[src/rtl/zblr_pkg.sv]
// Shared types and constants for the z-buffered line raster unit.
package zblr_pkg;

  localparam int IMG_W_DEF      = 64;
  localparam int IMG_H_DEF      = 64;
  localparam int DEPTH_BITS_DEF = 32;

  // divider operand width: covers 2^33 + z and 2*(r1 - r0)
  localparam int DIV_W   = 37;
  localparam int DIV_CW  = 6;

  typedef struct packed {
    logic [5:0]         start_x;
    logic [5:0]         start_y;
    logic signed [31:0] start_depth;
    logic [5:0]         end_x;
    logic [5:0]         end_y;
    logic signed [31:0] end_depth;
    logic [23:0]        line_color;
  } line_t;

  typedef struct packed {
    logic [5:0]  pixel_x;
    logic [5:0]  pixel_y;
    logic [23:0] pixel_color;
    logic        visible;
    logic        last;
  } pixel_t;

  typedef struct packed {
    logic                    start;
    logic signed [DIV_W-1:0] num;
    logic [DIV_W-1:0]        den;
  } div_req_t;

  typedef struct packed {
    logic                    done;
    logic signed [DIV_W-1:0] quo;
    logic [DIV_W-1:0]        rem;
  } div_rsp_t;

endpackage

[src/rtl/zblr_div.sv]
// Bit-serial floor divider: signed numerator over positive denominator.
module zblr_div (
  input  logic               clk,
  input  logic               rst,
  input  zblr_pkg::div_req_t req,
  output zblr_pkg::div_rsp_t rsp
);

  localparam int W = zblr_pkg::DIV_W;

  logic                       busy;
  logic                       done;
  logic [zblr_pkg::DIV_CW-1:0] cnt;
  logic [W-1:0]               mag;
  logic [W-1:0]               rem;
  logic [W-1:0]               den;
  logic                       neg;
  logic [W-1:0]               rem_sh;
  logic                       ge;

  assign rem_sh = {rem[W-2:0], mag[W-1]};
  assign ge     = rem_sh >= den;

  always_ff @(posedge clk) begin
    if (rst) begin
      busy <= 1'b0;
      done <= 1'b0;
    end else begin
      done <= 1'b0;
      if (req.start) begin
        busy <= 1'b1;
        cnt  <= zblr_pkg::DIV_CW'(W - 1);
        rem  <= '0;
        mag  <= req.num[W-1] ? W'(-req.num) : W'(req.num);
        neg  <= req.num[W-1];
        den  <= req.den;
      end else if (busy) begin
        rem <= ge ? rem_sh - den : rem_sh;
        mag <= {mag[W-2:0], ge};
        cnt <= cnt - 1'b1;
        if (cnt == '0) begin
          busy <= 1'b0;
          done <= 1'b1;
        end
      end
    end
  end

  // floor correction for a negative numerator
  always_comb begin
    rsp.done = done;
    if (!neg) begin
      rsp.quo = $signed(mag);
      rsp.rem = rem;
    end else if (rem == '0) begin
      rsp.quo = -$signed(mag);
      rsp.rem = '0;
    end else begin
      rsp.quo = $signed(~mag);
      rsp.rem = den - rem;
    end
  end

endmodule

[config.mk]
export PLATFORM = sky130hd
export DESIGN_NAME = zblr_div
export DESIGN_NICKNAME = d
export VERILOG_FILES = /design/src/rtl/zblr_pkg.sv /design/src/rtl/zblr_div.sv
export SDC_FILE = /design/constraint.sdc
export NUM_CORES = 1
export LEC_CHECK = 0
export BUFFER_PORTS_ARGS = -buffer_cell sky130_fd_sc_hd__buf_2
export CAP_MARGIN = 10
export CORE_MARGIN = 2
export CORE_UTILIZATION = 30
export DETAILED_ROUTE_END_ITERATION = 8
export PLACE_DENSITY = 0.53
export SLEW_MARGIN = 20
export SYNTH_ARGS = -nofsm -noshare
export SYNTH_HDL_FRONTEND = slang
export SYNTH_SLANG_ARGS = --single-unit
[constraint.sdc]
create_clock -name clk -period 12.2 [get_ports clk]
set_input_delay 1.83 -clock clk [delete_from_list [all_inputs] [get_ports clk]]
set_output_delay 1.83 -clock clk [all_outputs]
set_load 0.02 [all_outputs]
==> results of run 1 <==
[layer usage]
metal | part of all wire (%) | routed length [um]
met5 | 0 | 0
met4 | 2.7 | 981
met3 | 5.5 | 2020
met2 | 47 | 17400
met1 | 45 | 16400
[registers in the layout, summed over array words and instances, names as in the netlist]
| name | cells |
|---|---|
| mag | 37 |
| cnt | 6 |
| den | 37 |
| busy | 1 |
| neg | 1 |
| rem | 37 |
| done | 1 |
[synthesized netlist by cell type (7+ instances only)]
library cell	instances	share of area, %
a211o_1	8	0.62
a211oi_1	15	1.0
a21o_1	41	2.7
a21oi_1	139	6.2
a31oi_1	10	0.56
and2_1	11	0.61
and3_1	9	0.50
clkbuf_1	55	1.8
edfxtp_1	118	32
ha_1	77	8.6
inv_1	105	3.5
mux2_2	10	1.0
nand2_1	87	2.9
nand3_1	51	2.3
nand4_1	22	1.2
nor2_1	88	2.9
nor2b_1	11	0.61
nor3_1	26	1.2
nor4_1	17	0.95
o211ai_1	8	0.53
o21a_1	25	1.7
o21ai_0	90	4.0
o21bai_1	11	0.74
o22ai_1	30	1.7
o31ai_1	21	1.4
o41ai_1	8	0.62
or3_1	16	0.89
or4_1	7	0.47
xnor2_1	79	6.2
xor2_1	46	3.6
[cells by family after synthesis]
group / Yosys count / synth area share, %
AO/OA/AOI/OAI: 453 / 25.7
AND/OR/NAND/NOR: 376 / 16.9
buffers and inverters: 167 / 5.65
XOR/XNOR: 125 / 9.75
flip-flops: 120 / 31.9
adder cells (fa/ha/maj): 79 / 8.94
multiplexers: 11 / 1.09
[report_power, final]
part           internal (mW)  switching [mW]
clock                  0.317           0.202
combinational          0.246           0.402
sequential             0.497          0.0341
[worst max-delay path, delay by kind of cell, from the launching register on]
family / cells / cell delay (ns)
AOI/OAI and AO/OA: 5 / 2.25
and+or+nand+nor: 4 / 0.91
DFF: 1 / 0.45
adders and majority gates: 1 / 0.28
buffers and inverters: 2 / 0.25
[cell type report]
type | count | area (sq um) | share of cell area (%)
clock buffers | 17 | 425 | 3.27
clock inverters | 14 | 158 | 1.21
inverters | 105 | 394 | 3.03
multi-input cells | 1044 | 7030 | 54.0
flip-flops and latches | 120 | 3580 | 27.5
well taps | 468 | 586 | 4.50
repair buffers | 161 | 837 | 6.43
[cells in the final DEF, fill, tap and decap left out, types with 9 or more instances in the layout]
master	instances
clkbuf_16	17
and3_1	9
nand2_1	87
or3_1	16
nor2_1	86
edfxtp_1	118
inv_1	105
a21o_1	41
xnor2_1	79
mux2_2	10
a211oi_1	15
a31oi_1	10
xor2_1	46
ha_1	77
o22ai_1	30
buf_2	150
and2_1	11
nor2b_1	11
buf_4	10
a21oi_1	137
nand3_1	51
o21bai_1	11
o21a_1	25
o21ai_0	90
o31ai_1	21
nor4_1	17
nand4_1	22
nor3_1	26
[final timing paths]
| kind | from | to | slack (ns) | cells past startpoint |
|---|---|---|---|---|
| max | rem[1] | rsp[31] | 5.78 | 12 |
| min reg2reg | busy | done | 0.53 | 1 |
| max reg2reg | rem[1] | rem[31] | 7.78 | 9 |
| min | busy | done | 0.53 | 1 |
==> flow_summary_export.csv, run 1 <==
group,metric,value,unit
synth,syn_area,11200,sq um
sta,rsz0062_at_grt,"no",
sta,slew_headroom,26.2,%
synth,synthArstFlopShare,0,%
hold_path,hold_class,"reg2reg",
global_routing,grt_util_met3,3.21,%
drt,ant_nets,0,
drt,drcViolationCount,0,
layout,layout.cells.non_filler,1929,
clock_network,post_cts_buffers,0,
clock_network,clk_path_buf_depth,2,
global_routing,grt_pass1_vias,10600,
drt,via_count,10600,
floorplan,rows,70,
clock_network,cts_resized,0,
drt,drt_iter0_drc,785,
synth,synth-edff-count,118,
clock_network,path_clk_slew,0.06,ns
setup_path,start_kind,"flip-flop",
pwr,power_density,130,nW/um^2
floorplan,start_util,30.6,%
global_routing,grt_antenna_before_repair,0,
clock_network,cts_tree,"built",
synth,ys_ff_latch,120,
placement,placed_cells,1898,
pwr,leakage,5.26,nW
global_routing,grt.met2_usage,31.7,%
clock_network,clock_sinks,120,
global_routing,grt.overflow.total,0,
clock_network,htreeDepth,4,
drt,dr.pass1.iters,5,
setup_path,cp_cell_sequence,"inv_1, ha_1, nor2b_1, o21a_1, o21ai_0, a2111oi_0, nor3_1, o311ai_0, a21boi_0, or3_1, nand3_1, buf_2",
floorplan,core,36700,sq um
synth,syn-num-nets,1487,
setup_path,crit_fanout,5,
floorplan,die_y,197,um
placement,place_ws,6.24,ns
placement,post_dp_cell_area,12400,sq um
synth,synthFlopType,"edfxtp_1",
sta,hold_viol_final,0,
sta,setup-tns-final,0,ns
layout,fin_area,13000,sq um
setup_path,path_class,"reg2out",
clock_network,cts-root-buf,"clkbuf_16",
setup_path,crit_path_max_incr_delay,0.82,ns
clock_network,clk_latency,0.44,ns
drt,wl,36800,um
floorplan,dieArea,39000,sq um
floorplan,ioPinCount,152,
setup_path,crit_arrival,4.59,ns
layout,final_layout_size_suffix_gt1_share,15.5,%
floorplan,die_w,197,um
pwr,power.total,1.70,mW
global_routing,gr-usage-all-layers,18.9,%
sta,tightest_slew,1.11,ns
pwr,max-vdd-ir-drop,0.0587,mV
sta,whs,0.531,ns
sta,finalSetupViolCount,0,
synth,seq_area_frac_synth,31.9,%
layout,utilization,35.5,%
placement,hpwl,27800,um
global_routing,grt_pass1_wl,57500,um
global_routing,grt_busiest_layer,"met2",
drt,wire_per_inst,19.1,um
run,maxCapViolCount,0,
layout,final_nets,1605,
sta,clock_skew,0.00898,ns
layout,n_fill_cell,3830,
global_routing,met1_usage,24.4,%
synth,synth_cell_type_count,74,
synth,netlist_instances,1331,
sta,min_period_over_period,52.6,%
setup_path,critPathRequiredTime,10.37,ns
outcome,status,"completed",
sta,max_freq,156,MHz
placement,io_buffers,151,
setup_path,slowest_stage,"a2111oi_0",
sta,min_period,6.42,ns
sta,setup_slack,5.78,ns
layout,syn_to_final_growth,15.9,%
setup_path,worst_setup_path_end_kind,"primary output",
synth,synth_area_per_cell,8.44,sq um
clock_network,cts_hold_buf,0,
placement,place_congestion,0.872,
drt,viasPerCell,5.50,
synth,yosysWarnings,0,
layout,n_antenna_cell,0,
clock_network,cts_buffers,17,
global_routing,grt_max_degree,81,
sta,drv_slew,0,
Note: power is estimated with default switching activity, not from simulation.
==> run 2, diff against run 1 <==
Clock period 12.2 ns to 6.5 ns, I/O delays scaled along.
==> run 2 against run 1 <==
Net effect:
- total power is 86% higher
- die area stayed put
- combinational power is 88% higher
- first-iteration DRC count is 23% lower
- non-clock buffer count is 1 higher
- sequential share of layout area hardly changed
- critical endpoint unchanged
- largest cell class unchanged
==> flow_summary_export.csv, run 2 (same netlist as run 1, synthesis figures left out) <==
group,metric,value,unit
outcome,status,"completed",
global_routing,grt_antenna_before_repair,0,
clock_network,clk_latency,0.44,ns
sta,drv_slew,0,
clock_network,cts_hold_buf,0,
floorplan,start_util,30.6,%
setup_path,crit_path_max_incr_delay,0.85,ns
sta,whs,0.526,ns
setup_path,crit_arrival,4.64,ns
global_routing,gr-usage-all-layers,19.1,%
layout,layout.cells.non_filler,1931,
floorplan,ioPinCount,152,
hold_path,hold_class,"reg2reg",
setup_path,critPathRequiredTime,5.52,ns
setup_path,start_kind,"flip-flop",
sta,max_freq,178,MHz
drt,via_count,10600,
floorplan,rows,70,
setup_path,cpLargestDelayFamily,"compound AO/OA/AOI/OAI gates",
pwr,power_density,243,nW/um^2
drt,wire_per_inst,19.2,um
sta,finalSetupViolCount,0,
drt,dr.pass1.iters,5,
pwr,max-vdd-ir-drop,0.127,mV
sta,setup-tns-final,0,ns
layout,fin_area,13000,sq um
clock_network,clock_sinks,120,
placement,place_congestion,0.866,
layout,final_layout_size_suffix_gt1_share,15.9,%
layout,final_common_cell,"buf_2",
clock_network,clk_path_buf_depth,2,
global_routing,grt_pass1_vias,10500,
pwr,power.total,3.16,mW
sta,slew_headroom,24.9,%
layout,final_nets,1606,
clock_network,cts_resized,0,
clock_network,htreeDepth,4,
sta,rsz0062_at_grt,"no",
clock_network,path_clk_slew,0.07,ns
pwr,leakage,5.26,nW
global_routing,grt_pass1_wl,58200,um
drt,wl,37100,um
setup_path,crit_fanout,5,
placement,post_dp_cell_area,12400,sq um
drt,drt_iter0_drc,606,
sta,min_period_over_period,86.4,%
global_routing,grt.overflow.total,0,
floorplan,core,36700,sq um
setup_path,slowest_stage,"o311ai_0",
sta,min_period,5.61,ns
layout,syn_to_final_growth,15.9,%
clock_network,cts-root-buf,"clkbuf_16",
sta,setup_slack,0.885,ns
placement,io_buffers,151,
setup_path,path_buf_inv,2,
run,maxCapViolCount,0,
sta,clock_skew,0.0123,ns
layout,largestRegisters,"den x37, mag x37, rem x37",
layout,n_antenna_cell,0,
setup_path,cp_cell_sequence,"inv_1, ha_1, nor2b_1, o21a_1, o21ai_0, a2111oi_0, nor3_1, o311ai_0, a21boi_0, or3_1, nand3_1, buf_2",
setup_path,path_class,"reg2out",
floorplan,die_y,197,um
global_routing,grt_max_degree,81,
clock_network,cts_tree,"built",
sta,tightest_slew,1.10,ns
layout,n_fill_cell,3798,
drt,drcViolationCount,0,
sta,hold_viol_final,0,
layout,utilization,35.5,%
setup_path,worst_setup_path_end_kind,"primary output",
layout,mostFrequentLayoutCells,"buf_2, a21oi_1, edfxtp_1",
placement,hpwl,27800,um
placement,place_ws,1.43,ns
drt,viasPerCell,5.49,
clock_network,cts_buffers,17,
floorplan,dieArea,39000,sq um
drt,ant_nets,0,
floorplan,die_w,197,um
placement,placed_cells,1899,
clock_network,post_cts_buffers,0,
## run 2: changes by cell type in the layout (fill, tap and decap cells not counted)
cell,before,now
buf_4,10,11
bufinv_16,3,1
clkbuf_8,0,2
clkinv_1,3,0
clkinv_4,2,4
clkinvlp_4,2,3
inv_6,1,2
## run 2: area by class of cell
type                    instances  area [sq um]  area share (%)
flip-flops and latches        120          3580            27.5
multi-input cells            1044          7030            54.0
clock inverters                13           120           0.923
well taps                     468           586            4.50
clock buffers                  19           453            3.48
repair buffers                162           845            6.49
inverters                     105           394            3.03
## run 2: worst paths after layout
path                                end  cells past startpoint  slack [ns]    from
worst min register to register     done                      1        0.53    busy
worst max-delay path            rsp[31]                     12        0.89  rem[1]
worst min-delay path               done                      1        0.53    busy
worst max register to register  rem[31]                     10        2.64  rem[8]
## run 2: metal layers
metal	GRT usage, %	wire length (um)	vias to the layer above
met3	2.85	1700	54
met1	24.9	16800	5061
met5	0	0	-
met2	32.2	17600	299
li1	-	-	5191
met4	6.63	914	0
## run 2: power breakdown
group          switching [mW]  leakage [nW]  internal, mW
Combinational           0.757          3.85         0.462
Clock                   0.398         0.276         0.548
Sequential             0.0635          1.14         0.933
